<file path="config.mk">
export PLATFORM = sky130hd
export DESIGN_NAME = sfbb_front
export DESIGN_NICKNAME = d
export VERILOG_FILES = /design/src/rtl/core/sfbb_pkg.sv /design/src/rtl/core/sfbb_front.sv
export SDC_FILE = /design/constraint.sdc
export NUM_CORES = 1
export LEC_CHECK = 0
export ABC_CLOCK_PERIOD_IN_PS = 3450
export BUFFER_PORTS_ARGS = -buffer_cell sky130_fd_sc_hd__buf_2
export CAP_MARGIN = 40
export CORE_AREA = 2 2 72 74
export DETAILED_ROUTE_END_ITERATION = 10
export DIE_AREA = 0 0 74 76
export PLACE_DENSITY_LB_ADDON = 0.12
export SLEW_MARGIN = 25
export SYNTH_ARGS = -nofsm -noshare
export SYNTH_HDL_FRONTEND = slang
export SYNTH_SLANG_ARGS = --single-unit
</file>
<file path="constraint.sdc">
create_clock -name vclk -period 3.45
set_input_delay 0 -clock vclk [all_inputs]
set_output_delay 0 -clock vclk [all_outputs]
set_load 0.01 [all_outputs]
</file>
<file path="src/rtl/core/sfbb_pkg.sv">
// Shared types and constants for the square fill blitter.
// No dependencies; imported by every module of the block but sfbb_ram.
package sfbb_pkg;

   // Defaults and fixed field widths
   localparam int SFBB_CANVAS_SIDE = 128;
   localparam int SFBB_QUEUE_DEPTH = 4;
   localparam int POS_W = 7;
   localparam int SIDE_W = 8;
   localparam int CHAN_W = 8;
   localparam int PIX_W = 3 * CHAN_W;
   localparam int OUT_BOX_W = 8;
   // A square end before clamping is at most 127 + 255 = 382, so nine bits hold it
   localparam int CRD_W = 9;

   localparam logic [PIX_W-1:0] WHITE_PIXEL = 24'hFFFFFF;

   localparam logic KIND_FILL = 1'b0;
   localparam logic KIND_READ = 1'b1;

   typedef enum logic [1:0] {
      OP_REPORT = 2'd0,
      OP_PAINT  = 2'd1,
      OP_READ   = 2'd2
   } sfbb_op_type;

   // One classified request, as it waits between front and back
   typedef struct packed {
      sfbb_op_type            op;
      logic                   clipped;
      logic [POS_W-1:0]       col0;
      logic [POS_W-1:0]       row0;
      logic [CRD_W-1:0]       col_end;
      logic [CRD_W-1:0]       row_end;
      logic [PIX_W-1:0]       colour;
   } sfbb_cmd_type;

endpackage

</file>
<file path="src/rtl/core/sfbb_front.sv">
// Front end: accepts requests, clips the square against the canvas and classifies it.
// Depends on sfbb_pkg.
module sfbb_front
   import sfbb_pkg::*;
#(
   parameter int CANVAS_SIDE = SFBB_CANVAS_SIDE
) (
   input  logic               push,
   output logic               full,
   input  logic               req_kind,
   input  logic [POS_W-1:0]   req_pos_x,
   input  logic [POS_W-1:0]   req_pos_y,
   input  logic [SIDE_W-1:0]  req_side,
   input  logic [CHAN_W-1:0]  req_fill_red,
   input  logic [CHAN_W-1:0]  req_fill_green,
   input  logic [CHAN_W-1:0]  req_fill_blue,
   input  logic               queue_full,
   input  logic               clearing,
   output logic               queue_push,
   output sfbb_cmd_type       cmd
);

   localparam int SIDE_BITS = $clog2(CANVAS_SIDE + 1);
   localparam int CMP_W = (SIDE_BITS > CRD_W) ? SIDE_BITS : CRD_W;
   localparam logic [CMP_W-1:0] SIDE_C = CMP_W'(CANVAS_SIDE);

   logic [CMP_W-1:0] end_x;
   logic [CMP_W-1:0] end_y;
   logic             clip_x;
   logic             clip_y;
   logic             on_canvas;
   logic             has_side;

   assign full       = queue_full | clearing;
   assign queue_push = push & ~full;

   always_comb begin
      end_x     = CMP_W'(req_pos_x) + CMP_W'(req_side);
      end_y     = CMP_W'(req_pos_y) + CMP_W'(req_side);
      clip_x    = end_x > SIDE_C;
      clip_y    = end_y > SIDE_C;
      on_canvas = (CMP_W'(req_pos_x) < SIDE_C) && (CMP_W'(req_pos_y) < SIDE_C);
      has_side  = req_side != '0;

      cmd.col0    = req_pos_x;
      cmd.row0    = req_pos_y;
      // Clamp the far edge to the canvas; either value fits the coordinate width
      cmd.col_end = clip_x ? SIDE_C[CRD_W-1:0] : end_x[CRD_W-1:0];
      cmd.row_end = clip_y ? SIDE_C[CRD_W-1:0] : end_y[CRD_W-1:0];
      cmd.colour  = {req_fill_red, req_fill_green, req_fill_blue};
      cmd.clipped = (req_kind == KIND_FILL) && has_side && (clip_x || clip_y);

      if (req_kind == KIND_READ) begin
         cmd.op = on_canvas ? OP_READ : OP_REPORT;
      end else begin
         cmd.op = (has_side && on_canvas) ? OP_PAINT : OP_REPORT;
      end
   end

endmodule

</file>
Word level (Yosys, flattened, before mapping):

Index checks and enable logic that the tools add are counted.
Widths: inputs -> output; s select.

* reductions and logical operators: 4
* bitwise operators: 4
* multiplexer cells: 4
* magnitude comparators: 2
* $add $sub $neg: 2

Operator list (count)
* $add 7x8->9: 2
* $gt 9x8->1 const B: 2
* $mux 9: 2
* $reduce_bool 8->1: 1
* $logic_and 1x1->1: 2
* $mux 2: 1
* $not 1->1: 2
* $and 1x1->1: 1
* $logic_or 1x1->1: 1
* $mux 1: 1
* $or 1x1->1: 1

* bits in registers: 0

Logic depth before layout (Yosys ltp):

Gate-level depths: netlist of run 1.

* depth in word-level cells: 4
* mapped depth: 9
* gate-level depth less buffers: 8

Worst setup path after synthesis of run 1:

OpenSTA, ideal clock, no wires.

* kind: input-to-output
* start: input port req_pos_x[0]
* end: output port cmd[33] in the netlist's numbering
* setup slack: 1309 ps
* arrival: 2141 ps
* buffers on the path: 1
* stages on the path: 9
* required time: 3450 ps
* cell sequence: ha_1 fa_1 a21o_1 a221oi_2 mux2i_1 o2111ai_1 and3b_1 buf_2 nor3b_1

RTL lines
* from (decl): line sfbb_front.sv:11 `input logic [POS_W-1:0] req_pos_x,`
* to (decl): line sfbb_front.sv:20 `output sfbb_cmd_type cmd`

==> results.sh, run 1 <==
export IMPL_status="finished clean"
export IMPL_cp_common_cell="buf_2"
export IMPL_end_kind="output port"
export IMPL_antenna_found_initial=0
export IMPL_vias=1117
export IMPL_irDropWorstVdd_mv=0.0561
export IMPL_rsz0062_at_grt="no"
export IMPL_cts_resized=0
export IMPL_ys_seq_area_frac=0
export IMPL_syn_area_per_cell_um2=7.56
export IMPL_die_x_um=74
export IMPL_ys_types=46
export IMPL_postCtsSetupBuffers=0
export IMPL_place_area_um2=1260
export IMPL_drtAntennaViolNets=0
export IMPL_postSynthCellCount=157
export IMPL_met1_usage=0.139
export IMPL_yosysTopAreaCell="buf_4"
export IMPL_met3_usage=0.0106
export IMPL_cp_slowest_cell="fa_1"
export IMPL_grt_pass1_vias=1093
export IMPL_hold_path_class="in2out"
export IMPL_fin_area_um2=1260
export IMPL_grtUsageMet2=0.187
export IMPL_drt_first_pass_iters=4
export IMPL_critPathLaunchType="input port"
export IMPL_flops_and_latches=0
export IMPL_grt_max_degree=10
export IMPL_wl_um=3170
export IMPL_slew_viol_final=0
export IMPL_wl_per_cell_um=13.0
export IMPL_core_area_um2=4910
export IMPL_n_clock_buffer=0
export IMPL_dp_hpwl_um=2840
export IMPL_critical_path_cell_chain="buf_2 -> ha_1 -> fa_1 -> a21o_1 -> a221oi_2 -> mux2i_1 -> o2111ai_1 -> and3b_1 -> o31a_1 -> buf_2"
export IMPL_ios=111
export IMPL_post_place_ws_ns=0.937
export IMPL_fmax_ghz=0.399
export IMPL_worst_ep_arrival_time_ns=2.51
export IMPL_synth_warnings=0
export IMPL_nets=242
export IMPL_place_gp_congestion=0.854
export IMPL_setup_slack_ns=0.943
export IMPL_portBuffers=61
export IMPL_crit_required_ns=3.45
export IMPL_diodes=0
export IMPL_syn_area_um2=1190
export IMPL_chipHeight_um=76
export IMPL_drc=0
export IMPL_min_period_over_period=0.727
export IMPL_start_util=0.242
export IMPL_synthDominantCellAreaShare=0.259
export IMPL_grt_pass1_wl_um=5130
export IMPL_grt_ovfl_total=0
export IMPL_hold_viol_final=0
export IMPL_setup_viol=0
export IMPL_ctsHoldBuffers=0
export IMPL_first_iter_violations=38
export IMPL_viasPerCell=4.58
export IMPL_synth_area_leaders="buf_4 (26%), ha_1 (15%), xnor2_1 (4.4%)"
export IMPL_dieArea_um2=5620
export IMPL_grt_busiest_layer="met2"
export IMPL_power_leakage_nw=0.632
export IMPL_cp_max_fo=6
export IMPL_fin_setup_tns_ns=0
export IMPL_critPathMaxStageDelay_ns=0.43
export IMPL_pwr_density_cell_nw_per_um2=192
export IMPL_critPathKind="in2out"
export IMPL_areaGrowthSynthToFinish_pct=5.90
export IMPL_drive_above_1_share=0.391
export IMPL_cap_violations=0
export IMPL_grt_total_usage=0.109
export IMPL_seqCellArea_um2=0
export IMPL_timing_final_crit_period_ns=2.51
export IMPL_rows=26
synth_stat cells, types with 3 or more instances:
cell      instances
nor2_1            9
nor2b_1           4
ha_1             14
o21ai_1           3
buf_4            41
a21o_1            5
buf_2             3
o21ai_0           5
nor3_1            4
a21oi_1           7
and2_1            3
inv_1             3
or3_1             4
xor2_1            3
nand2b_1          3
xnor2_1           6
worst paths after layout:
path / cells past startpoint / slack [ns] / to / startpoint
setup / recovery: 10 / 0.94 / cmd[56] / req_side[0]
hold / removal: 0 / 0.000003 / cmd[0] / req_fill_blue[0]
routing by layer:
layer / share of wire / wire length [um] / vias up
li1: - / - / 556
met1: 0.42 / 1320 / 488
met2: 0.47 / 1500 / 61
met5: 0 / 0 / -
met4: 0.026 / 82 / 0
met3: 0.087 / 277 / 12
layout by cell type, fill, tap and decap left out, drive strengths merged, types with 2 or more instances in the layout:
master,count
or3,4
a21oi,8
nor4,2
xnor2,6
nand2b,3
a21o,5
nor3b,2
o31a,2
a221oi,2
o221ai,2
ha,14
o21ai,8
xor2,3
nor2,9
conb,2
nor3,4
nand2,2
nand3,2
nor2b,5
inv,3
buf,61
a211oi,2
mux2i,2
and3,2
fa,2
and2,3
report_power, final:
part,total (mW),switching (mW),internal [mW]
Clock,0,0,0
Sequential,0,0,0
Combinational,0.242,0.134,0.108
Total,0.242,0.134,0.108
metrics by stage:
stage	power (mW)	std cells	hold slack [ns]	utilization
2_1_floorplan	0.204	158	0.0516	-
3_3_place_gp	0.243	244	0.0000686	0.256
3_5_place_dp	0.244	244	0.0000686	0.256
4_1_cts	0.245	244	0.0000686	0.256
5_1_grt	0.273	244	0.0000151	0.256
6_report	0.242	244	0.00000335	0.256
critical path: cells and delay by family:
| kind | cells | cell delay [ns] |
|---|---|---|
| AOI/OAI and AO/OA | 4 | 1.03 |
| adders and majority gates | 2 | 0.66 |
| and+or+nand+nor | 1 | 0.29 |
| buffers and inverters | 2 | 0.28 |
| muxes | 1 | 0.25 |
cell families (layout without fill, tap and decap cells):
| family | after synthesis | in the layout | share of synthesized area |
|---|---|---|---|
| AO/OA/AOI/OAI | 39 | 39 | 0.247 |
| XOR/XNOR | 9 | 9 | 0.0664 |
| adder cells (fa/ha/maj) | 16 | 16 | 0.181 |
| buffers and inverters | 48 | 64 | 0.285 |
| multiplexers | 2 | 2 | 0.0169 |
| other | 1 | 2 | 0.00316 |
| AND/OR/NAND/NOR | 42 | 42 | 0.201 |
cell type report:
cell class,count,area (um2)
fill,560,3650
multi-input combinational,110,853
inverter,3,11.3
tap,70,87.6
timing repair buffer,61,305
Note: power is estimated with default switching activity, not from simulation.
==> run 2: changes to the inputs <==
Settings changed: ABC_CLOCK_PERIOD_IN_PS 3450 to 2300.
Clock period 3.45 ns to 2.3 ns, I/O delays scaled along.
==> results.sh, run 2 (synthesis results as in run 1) <==
export IMPL_status="finished clean"
export IMPL_min_period_over_period=0.961
export IMPL_first_iter_violations=33
export IMPL_worst_ep_arrival_time_ns=2.21
export IMPL_end_kind="output port"
export IMPL_grt_pass1_vias=1028
export IMPL_grt_max_degree=9
export IMPL_drive_above_1_share=0.492
export IMPL_rsz0062_at_grt="yes"
export IMPL_flops_and_latches=0
export IMPL_wl_per_cell_um=12.8
export IMPL_final_common_cell="buf_2"
export IMPL_critPathLaunchType="input port"
export IMPL_cap_violations=0
export IMPL_die_x_um=74
export IMPL_core_area_um2=4910
export IMPL_drc=0
export IMPL_grt_ovfl_total=0
export IMPL_rows=26
export IMPL_diodes=0
export IMPL_grt_total_usage=0.106
export IMPL_setup_slack_ns=0.0895
export IMPL_seqCellArea_um2=0
export IMPL_final_cell_mix="buf_2 (59), ha_1 (12), nor2_1 (9), buf_4 (9), a21oi_1 (6)"
export IMPL_nets=251
export IMPL_critPathKind="in2out"
export IMPL_drt_first_pass_iters=4
export IMPL_timing_final_crit_period_ns=2.21
export IMPL_power_leakage_nw=0.688
export IMPL_ctsHoldBuffers=0
export IMPL_irDropWorstVdd_mv=0.0785
export IMPL_fmax_ghz=0.452
export IMPL_power_mw=0.407
export IMPL_hold_path_class="in2out"
export IMPL_cp_slowest_cell="fa_2"
export IMPL_crit_end="cmd[56]"
export IMPL_post_place_ws_ns=-0.0347
export IMPL_setup_viol=0
export IMPL_dp_hpwl_um=2820
export IMPL_viasPerCell=4.55
export IMPL_holdPathStages=0
export IMPL_hold_viol_final=0
export IMPL_chipHeight_um=76
export IMPL_dieArea_um2=5620
export IMPL_crit_required_ns=2.30
export IMPL_antenna_found_initial=0
export IMPL_start_util=0.242
export IMPL_critical_path_cell_chain="buf_2 -> ha_2 -> fa_2 -> a21o_1 -> a21oi_2 -> xnor2_1 -> or3_1 -> o31a_1 -> o31a_1 -> buf_2"
export IMPL_portBuffers=61
export IMPL_drtAntennaViolNets=0
export IMPL_slew_viol_final=0
export IMPL_cp_max_fo=2
export IMPL_grt_pass1_wl_um=4930
export IMPL_pwr_density_cell_nw_per_um2=288
export IMPL_critPathMaxStageDelay_ns=0.39
export IMPL_wl_um=3250
export IMPL_ios=111
export IMPL_vias=1150
export IMPL_n_clock_buffer=0
export IMPL_place_gp_congestion=0.829
export IMPL_areaGrowthSynthToFinish_pct=18.9
export IMPL_crit_path_start="req_pos_y[0]"
[run 2: cell count changes in the layout (fill, tap and decap cells not counted), sizes merged]
cell | before | now
buf | 61 | 70
[run 2: worst min-delay path by stage]
stage / from / slack [ns] / to
final: req_fill_blue[0] / 0.000003 / cmd[0]
after global routing: req_fill_red[6] / 0.00002 / cmd[22]
after CTS: req_fill_green[2] / 0.00007 / cmd[10]
after detailed placement: req_fill_green[2] / 0.00007 / cmd[10]
after global placement: req_fill_green[2] / 0.00007 / cmd[10]
after floorplan: req_kind / 0.05 / cmd[57]
[run 2: final cells by class]
class              instances  area [um2]
inverters                  3        11.3
repair buffers            70         389
multi-input cells        110         923
fillers                  552        3500
well taps                 70        87.6
[run 2: timing repair]
item / in CTS / in global routing
setup buffers: 0 / 2
endpoints found under the hold margin: 0 / 0
pin swaps: 4 / 6
resized for setup: 6 / 14
endpoints found under the setup margin: 6 / 8
[run 2: per-stage QoR]
step	instance area [um2]	cells	util	hold slack, ns	setup TNS [ns]
6_report	1410	253	0.287	0.00000335	0
5_1_grt	1410	253	0.287	0.0000151	-0.0332
4_1_cts	1330	251	0.271	0.0000686	0
3_5_place_dp	1310	251	0.267	0.0000686	-0.0720
3_3_place_gp	1310	251	0.267	0.0000686	-0.0918
2_1_floorplan	1190	158	-	0.0516	0
[run 2: critical path, delay by kind of cell]
family / cells / cell delay, ns
adders and majority gates: 2 / 0.58
buffers and inverters: 2 / 0.25
AOI/OAI and AO/OA: 4 / 0.95
and+or+nand+nor: 1 / 0.33
xor gates and xnor gates: 1 / 0.09
[run 2: routing by layer]
layer / track usage / vias to the layer above / wire (um)
met1: 0.133 / 513 / 1260
met4: 0.00727 / 0 / 10
met3: 0.0119 / 4 / 323
met2: 0.196 / 56 / 1650
li1: - / 577 / -
met5: 0 / - / 0
[run 2: power breakdown]
part	switching [mW]	internal, mW
combinational	0.215	0.192
clock	0	0
sequential	0	0
