===== src/rtl/core/sfbb_pkg.sv =====
// Shared types and constants for the square fill blitter.
// No dependencies; imported by every module of the block but sfbb_ram.
package sfbb_pkg;

   // Defaults and fixed field widths
   localparam int SFBB_CANVAS_SIDE = 128;
   localparam int SFBB_QUEUE_DEPTH = 4;
   localparam int POS_W = 7;
   localparam int SIDE_W = 8;
   localparam int CHAN_W = 8;
   localparam int PIX_W = 3 * CHAN_W;
   localparam int OUT_BOX_W = 8;
   // A square end before clamping is at most 127 + 255 = 382, so nine bits hold it
   localparam int CRD_W = 9;

   localparam logic [PIX_W-1:0] WHITE_PIXEL = 24'hFFFFFF;

   localparam logic KIND_FILL = 1'b0;
   localparam logic KIND_READ = 1'b1;

   typedef enum logic [1:0] {
      OP_REPORT = 2'd0,
      OP_PAINT  = 2'd1,
      OP_READ   = 2'd2
   } sfbb_op_type;

   // One classified request, as it waits between front and back
   typedef struct packed {
      sfbb_op_type            op;
      logic                   clipped;
      logic [POS_W-1:0]       col0;
      logic [POS_W-1:0]       row0;
      logic [CRD_W-1:0]       col_end;
      logic [CRD_W-1:0]       row_end;
      logic [PIX_W-1:0]       colour;
   } sfbb_cmd_type;

endpackage


===== src/rtl/core/sfbb_queue.sv =====
// Short command queue between front and back end.
// Depends on sfbb_pkg.
module sfbb_queue
   import sfbb_pkg::*;
#(
   parameter int DEPTH = SFBB_QUEUE_DEPTH
) (
   input  logic         clock,
   input  logic         reset,
   input  logic         wr_en,
   input  sfbb_cmd_type wr_cmd,
   output logic         q_full,
   input  logic         rd_en,
   output sfbb_cmd_type rd_cmd,
   output logic         q_empty
);

   localparam int PTR_W = (DEPTH > 1) ? $clog2(DEPTH) : 1;
   localparam int CNT_W = $clog2(DEPTH + 1);

   sfbb_cmd_type     slot_ff [DEPTH];
   logic [PTR_W-1:0] wr_ptr_ff, wr_ptr_in;
   logic [PTR_W-1:0] rd_ptr_ff, rd_ptr_in;
   logic [CNT_W-1:0] count_ff, count_in;
   logic             do_wr;
   logic             do_rd;

   assign q_full  = count_ff == CNT_W'(DEPTH);
   assign q_empty = count_ff == '0;
   assign rd_cmd  = slot_ff[rd_ptr_ff];
   assign do_wr   = wr_en & ~q_full;
   assign do_rd   = rd_en & ~q_empty;

   always_comb begin
      wr_ptr_in = wr_ptr_ff;
      rd_ptr_in = rd_ptr_ff;
      count_in  = count_ff;
      if (do_wr) begin
         wr_ptr_in = (wr_ptr_ff == PTR_W'(DEPTH - 1)) ? '0 : wr_ptr_ff + 1'b1;
      end
      if (do_rd) begin
         rd_ptr_in = (rd_ptr_ff == PTR_W'(DEPTH - 1)) ? '0 : rd_ptr_ff + 1'b1;
      end
      if (do_wr && !do_rd) begin
         count_in = count_ff + 1'b1;
      end else if (do_rd && !do_wr) begin
         count_in = count_ff - 1'b1;
      end
   end

   always_ff @(posedge clock) begin
      if (reset) begin
         wr_ptr_ff <= '0;
         rd_ptr_ff <= '0;
         count_ff  <= '0;
      end else begin
         wr_ptr_ff <= wr_ptr_in;
         rd_ptr_ff <= rd_ptr_in;
         count_ff  <= count_in;
      end
   end

   always_ff @(posedge clock) begin
      if (do_wr) begin
         slot_ff[wr_ptr_ff] <= wr_cmd;
      end
   end

endmodule


===== config.mk =====
export PLATFORM = sky130hd
export DESIGN_NAME = sfbb_queue
export DESIGN_NICKNAME = d
export VERILOG_FILES = /design/src/rtl/core/sfbb_pkg.sv /design/src/rtl/core/sfbb_queue.sv
export SDC_FILE = /design/constraint.sdc
export NUM_CORES = 1
export LEC_CHECK = 0
export BUFFER_PORTS_ARGS = -buffer_cell sky130_fd_sc_hd__buf_4
export CAP_MARGIN = 20
export CORE_AREA = 5 5 134 136
export CTS_BUF_LIST = sky130_fd_sc_hd__clkbuf_8
export CTS_CLUSTER_DIAMETER = 120
export DETAILED_ROUTE_END_ITERATION = 6
export DIE_AREA = 0 0 139 141
export PLACE_DENSITY = 0.76
export SYNTH_ARGS = -nofsm -noshare
export SYNTH_HDL_FRONTEND = slang
export SYNTH_SLANG_ARGS = --single-unit

===== constraint.sdc =====
create_clock -name clock -period 2.8 [get_ports clock]
set_input_delay 0.14 -clock clock [delete_from_list [all_inputs] [get_ports clock]]
set_output_delay 0.14 -clock clock [all_outputs]
set_load 0.01 [all_outputs]

### Word-level counts from Yosys, hierarchy flattened

Memory sizes are Yosys's and may differ from the RTL's. A register that Yosys moved wholly into a read port is not among the register bits.
Index checks and enable logic that the tools add are counted.

* eq/ne operators: 3
* muxes and demuxes: 8
* add/subtract/negate cells: 4
* bitwise gates (word level): 4
* reductions and logical operators: 6

Operators by type and width (count)
* $mux W2: 4
* $mux W3: 2
* $add A2 B1 Y2 const B: 2
* $eq A2 B2 Y1 const B: 2
* $add A3 B1 Y3 const B: 1
* $eq A3 B3 Y1 const B: 1
* $logic_not A3 Y1: 1
* $sub A3 B1 Y3 const B: 1
* $and A1 B1 Y1: 2
* $logic_and A1 B1 Y1: 2
* $logic_not A1 Y1: 2
* $mux W1: 2
* $not A1 Y1: 2
* $reduce_bool A2 Y1: 1

* memory bits (writable): 236
* memories: 1
* output and inout port bits: 61
* flip-flop bits (word level): 7
* bits of input ports: 63
* logic and storage cells: 29

Memories
* slot_ff: words 4, width 59, rd ports 1, clocked after Yosys merged registers in 1, wr ports 1, RTL line sfbb_queue.sv:21 `sfbb_cmd_type slot_ff [DEPTH];`

### Depth between registers and ports, before layout

Gate-level depths: netlist (run 1).

* word-level depth: 7
* mapped depth: 10
* gate-level depth less buffers: 9

### Worst setup path before layout (run 1)

OpenSTA, ideal clock, no wires.

* kind: flip-flop to flip-flop
* from: register count_ff[0]
* to: memory slot_ff[0][0] (netlist bit), enable pin
* path slack: 0.260 ns
* arrival time: 2.117 ns
* buffers on the path: 1
* stages on the path, launching flop included: 4
* clock period less this slack: 2.540 ns
* required time: 2.377 ns
* library setup time: 0.423 ns
* path through: dfxtp_1 > or3b_1 > buf_2 > and3_1

* longest elaborated chain between the ends: 5

RTL lines
* start: declaration: RTL line sfbb_queue.sv:24 `logic [CNT_W-1:0] count_ff, count_in;`
* start signal: assignment: RTL line sfbb_queue.sv:59 `count_ff <= count_in;`
* $eq A3 B3 Y1: RTL line sfbb_queue.sv:28 `assign q_full = count_ff == CNT_W'(DEPTH);`
* $not A1 Y1: RTL line sfbb_queue.sv:31 `assign do_wr = wr_en & ~q_full;`
* $and A1 B1 Y1: RTL line sfbb_queue.sv:31
* $mux W1: RTL line sfbb_queue.sv:64 `if (do_wr) begin`
* $mux W1 (implied by the code): RTL line sfbb_queue.sv:65 `slot_ff[wr_ptr_ff] <= wr_cmd;`
* end: declaration: RTL line sfbb_queue.sv:21

No other way between the ends.

### Final worst setup path (run 1)

* from: register count_ff[0]
* to: register count_ff[2]

* longest elaborated chain between the ends: 6
* elaborated cells between the ends (all ways): 15
* those cells by class: add/sub: 2; eq/ne: 1; mux: 2; bitwise: 4; reduce/logical: 6

RTL lines
* $eq A3 B3 Y1 *: RTL line sfbb_queue.sv:28
* $not A1 Y1 *: RTL line sfbb_queue.sv:31
* $and A1 B1 Y1 *: RTL line sfbb_queue.sv:31
* net do_wr: RTL line sfbb_queue.sv:25 `logic do_wr;`
* $logic_not A1 Y1: RTL line sfbb_queue.sv:46 `end else if (do_rd && !do_wr) begin`
* $logic_and A1 B1 Y1: RTL line sfbb_queue.sv:46
* $reduce_bool A2 Y1 (no line)

Mark *: on every way through the listed nets, which the timed path passes. The rest lies on a longest branch. The select of a mux whose other input is x is not followed.
A chain may end at the register's enable or synchronous reset.

==> results of run 1 <==
through the flow:
step,utilization,setup slack (ns),instance area [sq um],hold WS (ns),power [mW]
2_1_floorplan,-,0.260,9000,0.239,5.93
3_3_place_gp,0.607,0.625,10200,0.338,6.82
3_5_place_dp,0.607,0.485,10200,0.344,6.88
4_1_cts,0.684,0.387,11500,0.00605,9.60
5_1_grt,0.684,0.232,11500,0.0577,9.94
6_report,0.684,0.398,11500,0.0529,9.45
cells in the final DEF (no fill, tap or decap), types with 3 or more instances in the layout:
cell type	count
edfxtp_1	236
buf_4	133
dlygate4sd3_1	62
mux4_2	59
clkbuf_8	42
inv_1	22
dfxtp_1	7
ha_1	6
clkinv_1	5
nor2_1	4
and3_2	4
a21oi_1	3
power breakdown:
group          internal, mW  switching, mW
registers              4.44          0.183
logic                  1.21           1.00
clock network          1.37           1.25
total                  7.03           2.43
area by class of cell:
type	count	area (sq um)	area share
repair buffers	197	1660	0.144
flip-flops and latches	245	7270	0.632
clock buffers	42	578	0.0503
multi-input cells	93	1600	0.139
well taps	225	282	0.0245
clock inverters	25	96.3	0.00838
inverters	5	18.8	0.00163
worst min-delay path by stage:
| stage | startpoint | to |
|---|---|---|
| 2_1_floorplan | wr_cmd[0] | slot_ff[0][0]$_DFFE_PP_ |
| 3_3_place_gp | wr_cmd[55] | slot_ff[2][55]$_DFFE_PP_ |
| 3_5_place_dp | wr_cmd[45] | slot_ff[0][45]$_DFFE_PP_ |
| 4_1_cts | rd_en | flop |
| 5_1_grt | rd_en | flop |
| 6_report | rd_en | flop |
tightest hold or removal path, stage by stage:
cell,delay [ns]
buf_4,0.08
o31ai_1,0.12
nand2_1,0.09
a21oi_1,0.07
cells by family after synthesis:
| family | Yosys count | share of synthesized area |
|---|---|---|
| mux | 61 | 0.150 |
| simple gates | 16 | 0.00945 |
| flops | 245 | 0.808 |
| buf+inv | 21 | 0.0154 |
| xor+xnor | 2 | 0.00195 |
| fa+ha+maj | 7 | 0.0106 |
| compound gates | 7 | 0.00501 |
registers in the layout, summed over array words and instances (netlist names), named ones only:
signal / cells
rd_ptr_ff: 2
slot_ff: 236
count_ff: 3
wr_ptr_ff: 2
layer usage:
metal | track usage | vias up
met1 | 0.223 | 2277
met5 | 0 | -
li1 | - | 1971
met3 | 0.0587 | 24
met2 | 0.298 | 142
met4 | 0.0510 | 0
timing repair:
item | in CTS | in global routing
setup buffers | 0 | 0
hold buffers | 62 | 0
endpoints found under the hold margin | 245 | 0
==> metrics, run 1 <==
type of the worst min-delay path input port to flop; worst r2r path cells 9; Critical Path Source Type flop; critical path, cell by cell or3b_1, inv_2, nor2_1, ha_1, inv_1, fa_1, xor2_1, or3_1, a21oi_1; total of max-cap violations 0; final worst path period need 2.40 ns; Initial Util 0.535; vias in the first global route around 5.1k; routed length on met3 1.14 mm; TritonCTS Buffers 39; Total Wirelength 16.8 mm; antenna diode count 0; Final Hold Viols 0; Worst Path Buf+Inv 2; Largest stage delay, worst path 0.44 ns; area of the mapped netlist roughly 9000 sq um; Worst-path clk slew 0.05 ns; Layout Nets between 600 and 700; Area contributors post-synth edfxtp_1, mux4_2, dfxtp_1; initial DRC count approximately 210; Reg2Reg Launch Point count_ff[0]$_SDFFE_PP0P_; core region area 16800 sq um; first-pass GRT wire length about 27 mm; synthesis-to-finish area growth 27.8%; DRC 0; required time of the critical path 3.23 ns; Detailed Place HPWL 9.49 mm; Synth top area share 0.788; Antenna Violating Nets Remaining 0; maximum number of pins on one net before global-route repair 60; Root Driver clkbuf_8; unrepaired setup endpoints after global routing no; TritonCTS Sinks 245; top cell type by total area after synthesis edfxtp_1; Rel. slew slack 0.395; final worst-path cycle share 0.858; DIE AREA 19600 sq um; WHS Path Cells 4; Die X 139 microns; clk_lat worst skew 0.51 ns; vias between 4k and 5k; synth warn 0; Worst Path Arrival around 2.8 ns; CTS resizes 0; Clock Path Buffers 3; post-synthesis cell count 359; Pre-Repair DR Iteration Count 4; Post-synth EDFFs 236; most numerous cell in the Yosys netlist edfxtp_1; synth unique cells 25; mean post-synth cell area 25.1 sq um; # setup viols final 0; Die H ~140 microns; sequential fraction of the synthesis area 0.808; final slew viol count 0; GRT Total Usage 0.177; Seq cells post-synth 245; Post-synth top cells edfxtp_1, mux4_2, dfxtp_1; met2 wire len 8.56 mm; crit path from count_ff[0]$_SDFFE_PP0P_; Max VDD drop 0.627 mV; P_leak 4.04 nW; Fillers 1066; slowest CP cell dfxtp_1; grt total ovfl 0; asr flop ratio synth 0; Worst Max-Slew Pin Slew a little over 0.9 ns; routed len/inst around 20 microns; htree depth 2; syn_nets 429; Max Freq 0.416 GHz; power per cell area 822 nW/um^2; Max FO, Critical Path 7; Primary FF master, synth edfxtp_1; setup tns final 0 ns; result of the run finished clean; IO Count 124; CTS tree built; Port-buffer cells 123; R2R Setup Slk 0.40 ns; crit-path leading delay family simple AND/OR/NAND/NOR gates; CP endpoint kind flop; final cell count without fillers 832; critical path class flop to flop; RR Endpoint count_ff[2]$_SDFFE_PP0P_; initial antenna violation count 0; critical path endpoint count_ff[2]$_SDFFE_PP0P_; placed cells 703; Worst Skew 0.00797 ns; Vias/cell 5.31; layout cells sized above 1 0.405; Final GP Congestion 0.824; top sig layer met4; Crit. path cell count 9; Rows 48; wl on met1 6.87 mm
(Power assumes the default switching activity.)
==> run 2, diff against run 1 <==
==> constraint.sdc (replaced) <==
create_clock -name clock -period 2.9 [get_ports clock]
set_input_delay 0.145 -clock clock [delete_from_list [all_inputs] [get_ports clock]]
set_output_delay 0.145 -clock clock [all_outputs]
set_load 0.01 [all_outputs]
==> metrics, run 2 (synthesized netlist as in run 1, its figures left out) <==
Layout Nets 651; commonest non-fill, non-tap cells in the layout edfxtp_1, buf_4, dlygate4sd3_1; final slew viol count 0; CTS tree built; final worst-path cycle share 0.828; Antenna Violating Nets Remaining 0; Die X 139 microns; antenna diode count 0; grt total ovfl 0; GRT Total Usage 0.175; critical path class flop to output pin; total of max-cap violations 0; Critical Path Source Type flop; Clock Path Buffers 3; initial DRC count about 260; initial antenna violation count 0; Root Driver clkbuf_8; first-pass GRT wire length 26.6 mm; Worst-path clk slew 0.05 ns; top flop regs slot_ff (236), count_ff (3); Max FO, Critical Path 20; Post-CTS Setup Bufs 0; Max VDD drop 0.538 mV; final worst path period need 2.40 ns; Initial Util 0.535; CTS resizes 0; DP Worst Slack 0.583 ns; CP endpoint kind output pin; # setup viols final 0; hold-fix buffers at CTS between 60 and 70; Pre-Repair DR Iteration Count 4; final worst slack ~0.50 ns; type of the worst min-delay path input port to flop; Final Hold Viols 0; vias in the first global route roughly 5k; Largest Register slot_ff; Die H 141 microns; result of the run finished clean; Fillers 1088; clk_lat worst skew 0.52 ns; Vias/cell 5.31; Worst Path Arrival 2.26 ns; layout cells sized above 1 0.407; DIE AREA about 20000 sq um; Port-buffer cells 123; DRC 0; TritonCTS Buffers 40; setup tns final 0 ns; Final GP Congestion 0.824; Final Core Density 0.685; synthesis-to-finish area growth 28.1%; IO Count 124; routed len/inst 20.0 microns; Detailed Place HPWL 10.2 mm; core region area 16800 sq um; max reg flops around 240; Rows 48; maximum number of pins on one net before global-route repair 60; most common cell after layout, fill and taps aside edfxtp_1; Worst Max-Slew Pin Slew between 0.9 and 1 ns; Rel. slew slack 0.396; Max Freq between 0.4 and 0.5 GHz; P_leak 4.01 nW; unrepaired setup endpoints after global routing no; required time of the critical path ~2.8 ns; Total Wirelength approximately 17 mm; htree depth 2; TritonCTS Sinks 245; power per cell area 794 nW/um^2; Worst Skew 0.0146 ns; Total Power 9.15 mW; vias 4443
run 2: area by class of cell:
cell class	count	area, sq um	area share
multi-input cells	93	1600	0.138
repair buffers	196	1660	0.144
clock buffers	41	564	0.0490
well taps	225	282	0.0244
inverters	5	18.8	0.00163
flip-flops and latches	245	7270	0.631
clock inverters	32	133	0.0115
run 2: worst paths after layout:
| kind | startpoint | end | slack [ns] | depth (start not counted) |
|---|---|---|---|---|
| setup / recovery | flop | rd_cmd[5] | 0.50 | 3 |
| setup reg to reg | count_ff[0]$_SDFFE_PP0P_ | count_ff[2]$_SDFFE_PP0P_ | 0.54 | 7 |
| hold / removal | rd_en | flop | 0.07 | 4 |
| hold reg to reg | rd_ptr_ff[0]$_SDFFE_PP0P_ | flop | 0.51 | 2 |
run 2: stage by stage:
| stage | hold slack (ns) | cell area [sq um] | cells |
|---|---|---|---|
| floorplan | 0.244 | 9000 | 359 |
| global placement | 0.345 | 10200 | 703 |
| detailed placement | 0.350 | 10200 | 703 |
| CTS | 0.00774 | 11500 | 837 |
| global route | 0.0375 | 11500 | 837 |
| finish | 0.0669 | 11500 | 837 |
run 2: report_power, final:
part / switching, mW / total, mW / internal, mW
logic: 0.959 / 2.12 / 1.16
registers: 0.172 / 4.46 / 4.29
clock network: 1.26 / 2.57 / 1.31
total: 2.39 / 9.15 / 6.77
run 2: metal layers:
layer | routed length [microns] | share of wire | global-route usage | vias to the layer above
met4 | 277 | 0.017 | 0.0530 | 0
li1 | - | - | - | 1975
met3 | 1020 | 0.061 | 0.0519 | 24
met1 | 7100 | 0.42 | 0.234 | 2302
met2 | 8360 | 0.50 | 0.282 | 142
met5 | 0 | 0 | 0 | -
run 2: critical path, cell delays in order, from the launching register on:
cell and delay [ns]:
dfxtp_4 0.62, buf_4 0.39, mux4_2 0.57, buf_4 0.16
==> run 3, diff against run 2 <==
--- a/config.mk
+++ b/config.mk
@@ -7,11 +7,11 @@
 export LEC_CHECK = 0
 export BUFFER_PORTS_ARGS = -buffer_cell sky130_fd_sc_hd__buf_4
 export CAP_MARGIN = 20
-export CORE_AREA = 5 5 134 136
+export CORE_AREA = 5 5 137 139
 export CTS_BUF_LIST = sky130_fd_sc_hd__clkbuf_8
 export CTS_CLUSTER_DIAMETER = 120
 export DETAILED_ROUTE_END_ITERATION = 6
-export DIE_AREA = 0 0 139 141
+export DIE_AREA = 0 0 142 144
 export PLACE_DENSITY = 0.76
 export SYNTH_ARGS = -nofsm -noshare
 export SYNTH_HDL_FRONTEND = slang
==> constraint.sdc (replaced) <==
create_clock -name clock -period 2 [get_ports clock]
set_input_delay 0.1 -clock clock [delete_from_list [all_inputs] [get_ports clock]]
set_output_delay 0.1 -clock clock [all_outputs]
set_load 0.01 [all_outputs]
==> metrics, run 3 (synthesized netlist as in run 1, its figures left out) <==
result of the run finished clean; core region area 17500 sq um; Reg power frac 0.464; Final Hold Viols 0; P_leak 4.13 nW; Port-buffer cells roughly 120; critical path class flop to flop; routed len/inst 20.3 microns; Pre-Repair DR Iteration Count 4; unrepaired setup endpoints after global routing yes; # setup viols final 0; required time of the critical path approximately 2.4 ns; clk_lat worst skew just over 0.5 ns; final worst path period need 1.99 ns; GRT Total Usage 0.164; Detailed Place HPWL 9.26 mm; Clock Path Buffers 3; maximum number of pins on one net before global-route repair 60; Max FO, Critical Path 5; top flop regs slot_ff (236), count_ff (3); TritonCTS Buffers 38; Initial Util 0.513; final worst-path cycle share 0.996; Final GP Congestion 0.695; Die X 142 microns; Root Driver clkbuf_8; TritonCTS Sinks ~250; vias in the first global route 4747; most common cell after layout, fill and taps aside edfxtp_1; grt total ovfl 0; Worst Max-Slew Pin Slew 0.906 ns; Worst-path clk slew about 0.07 ns; type of the worst min-delay path input port to flop; synthesis-to-finish area growth 31.9%; Comb power frac 0.280; Total Wirelength 17.1 mm; final cell count without fillers 842; layout cells sized above 1 0.427; final slew viol count 0; commonest non-fill, non-tap cells in the layout edfxtp_1, buf_4, dlygate4sd3_1; IO Count 124; Antenna Violating Nets Remaining 0; top sig layer met4; total of max-cap violations 0; max reg flops 236; vias 4366; Largest Register slot_ff; Vias/cell 5.19; Critical Path Source Type flop; placed cells 702; htree depth 2; DRC 0; Int Power 10.2 mW; DP Area between 10000 and 15000 sq um; power per cell area between 1000 and 1500 nW/um^2; Worst Skew 0.0326 ns; initial DRC count between 150 and 200; Die H around 140 microns; Rel. slew slack 0.396; met2 wire len between 8 and 9 mm; Sw Share 0.258; Layout Nets around 660; CP endpoint kind flop; clock power share 0.256; CTS tree built; Worst Path Arrival 2.43 ns; DIE AREA just over 20000 sq um; antenna diode count 0; routed length on met3 1.00 mm; net switching power around 3.5 mW; first-pass GRT wire length 25.4 mm; design area 11900 sq um; Rows 49; setup tns final 0 ns; Max Freq 0.502 GHz; initial antenna violation count 0; Hold Worst Slack roughly 0.09 ns; Max VDD drop ~0.69 mV; wl on met1 about 7.0 mm; Total Power about 14 mW
==> run 3: cell types whose count changed in the layout (fill, tap and decap cells not counted), moves of 4 or more <==
cell      before  now
buf_4        132   88
buf_6          0   47
and3_2         4    0
inv_1         14   18
clkinv_1      16    9
and3_4         0    5
==> run 3: per-layer routing <==
metal  vias up  GRT usage
met4         0     0.0535
met5         -          0
met3        20     0.0463
li1       1996          -
met1      2228      0.210
met2       122      0.274
==> run 3: area by class of cell <==
type / instances / area (sq um)
multi-input combinational: 94 / 1660
inverter: 5 / 21.3
sequential: 245 / 7280
timing repair buffer: 204 / 1980
clock buffer: 39 / 537
tap: 229 / 287
clock inverter: 26 / 103
fill: 1157 / 5670
==> run 3: path summary, 6_finish.rpt <==
| check | startpoint | to | slack, ns | cells after the start |
|---|---|---|---|---|
| setup / recovery | count_ff[2]$_SDFFE_PP0P_ | count_ff[2]$_SDFFE_PP0P_ | 0.009 | 9 |
| hold / removal | rd_en | rd_ptr_ff[0]$_SDFFE_PP0P_ | 0.09 | 5 |
| setup reg to reg | count_ff[2]$_SDFFE_PP0P_ | count_ff[2]$_SDFFE_PP0P_ | 0.009 | 9 |
| hold reg to reg | rd_ptr_ff[0]$_SDFFE_PP0P_ | rd_ptr_ff[0]$_SDFFE_PP0P_ | 0.49 | 2 |
==> run 3: critical path: stages (launching register included) <==
cell	delay [ns]
dfxtp_2	0.34
or3b_4	0.26
inv_4	0.04
nor2_4	0.13
ha_4	0.17
inv_2	0.04
fa_2	0.32
xor2_1	0.16
or3_1	0.34
a21oi_2	0.13
==> run 3: what timing repair did <==
item,in CTS,in global routing
hold buffers,61,0
pin swaps,7,4
hold endpoints to repair,245,0
gates resized for setup,16,44
setup endpoints to repair,49,292
gates cloned,0,4
buffers inserted,6,4
==> run 3: per-stage QoR <==
stage	utilization	worst slack, ns
floorplan	-	0.0147
global placement	0.583	0.0511
detailed placement	0.583	-0.0498
CTS	0.660	-0.0497
global route	0.677	-0.0615
finish	0.677	0.00885
==> run 3: power groups by stage <==
| stage | sequential [mW] | clock [mW] | combinational (mW) |
|---|---|---|---|
| floorplan | 6.42 | 0 | 1.89 |
| global placement | 6.51 | 0 | 3.10 |
| detailed placement | 6.54 | 0 | 3.13 |
| CTS | 6.41 | 3.66 | 3.42 |
| global route | 6.42 | 3.89 | 4.14 |
| finish | 6.39 | 3.52 | 3.86 |
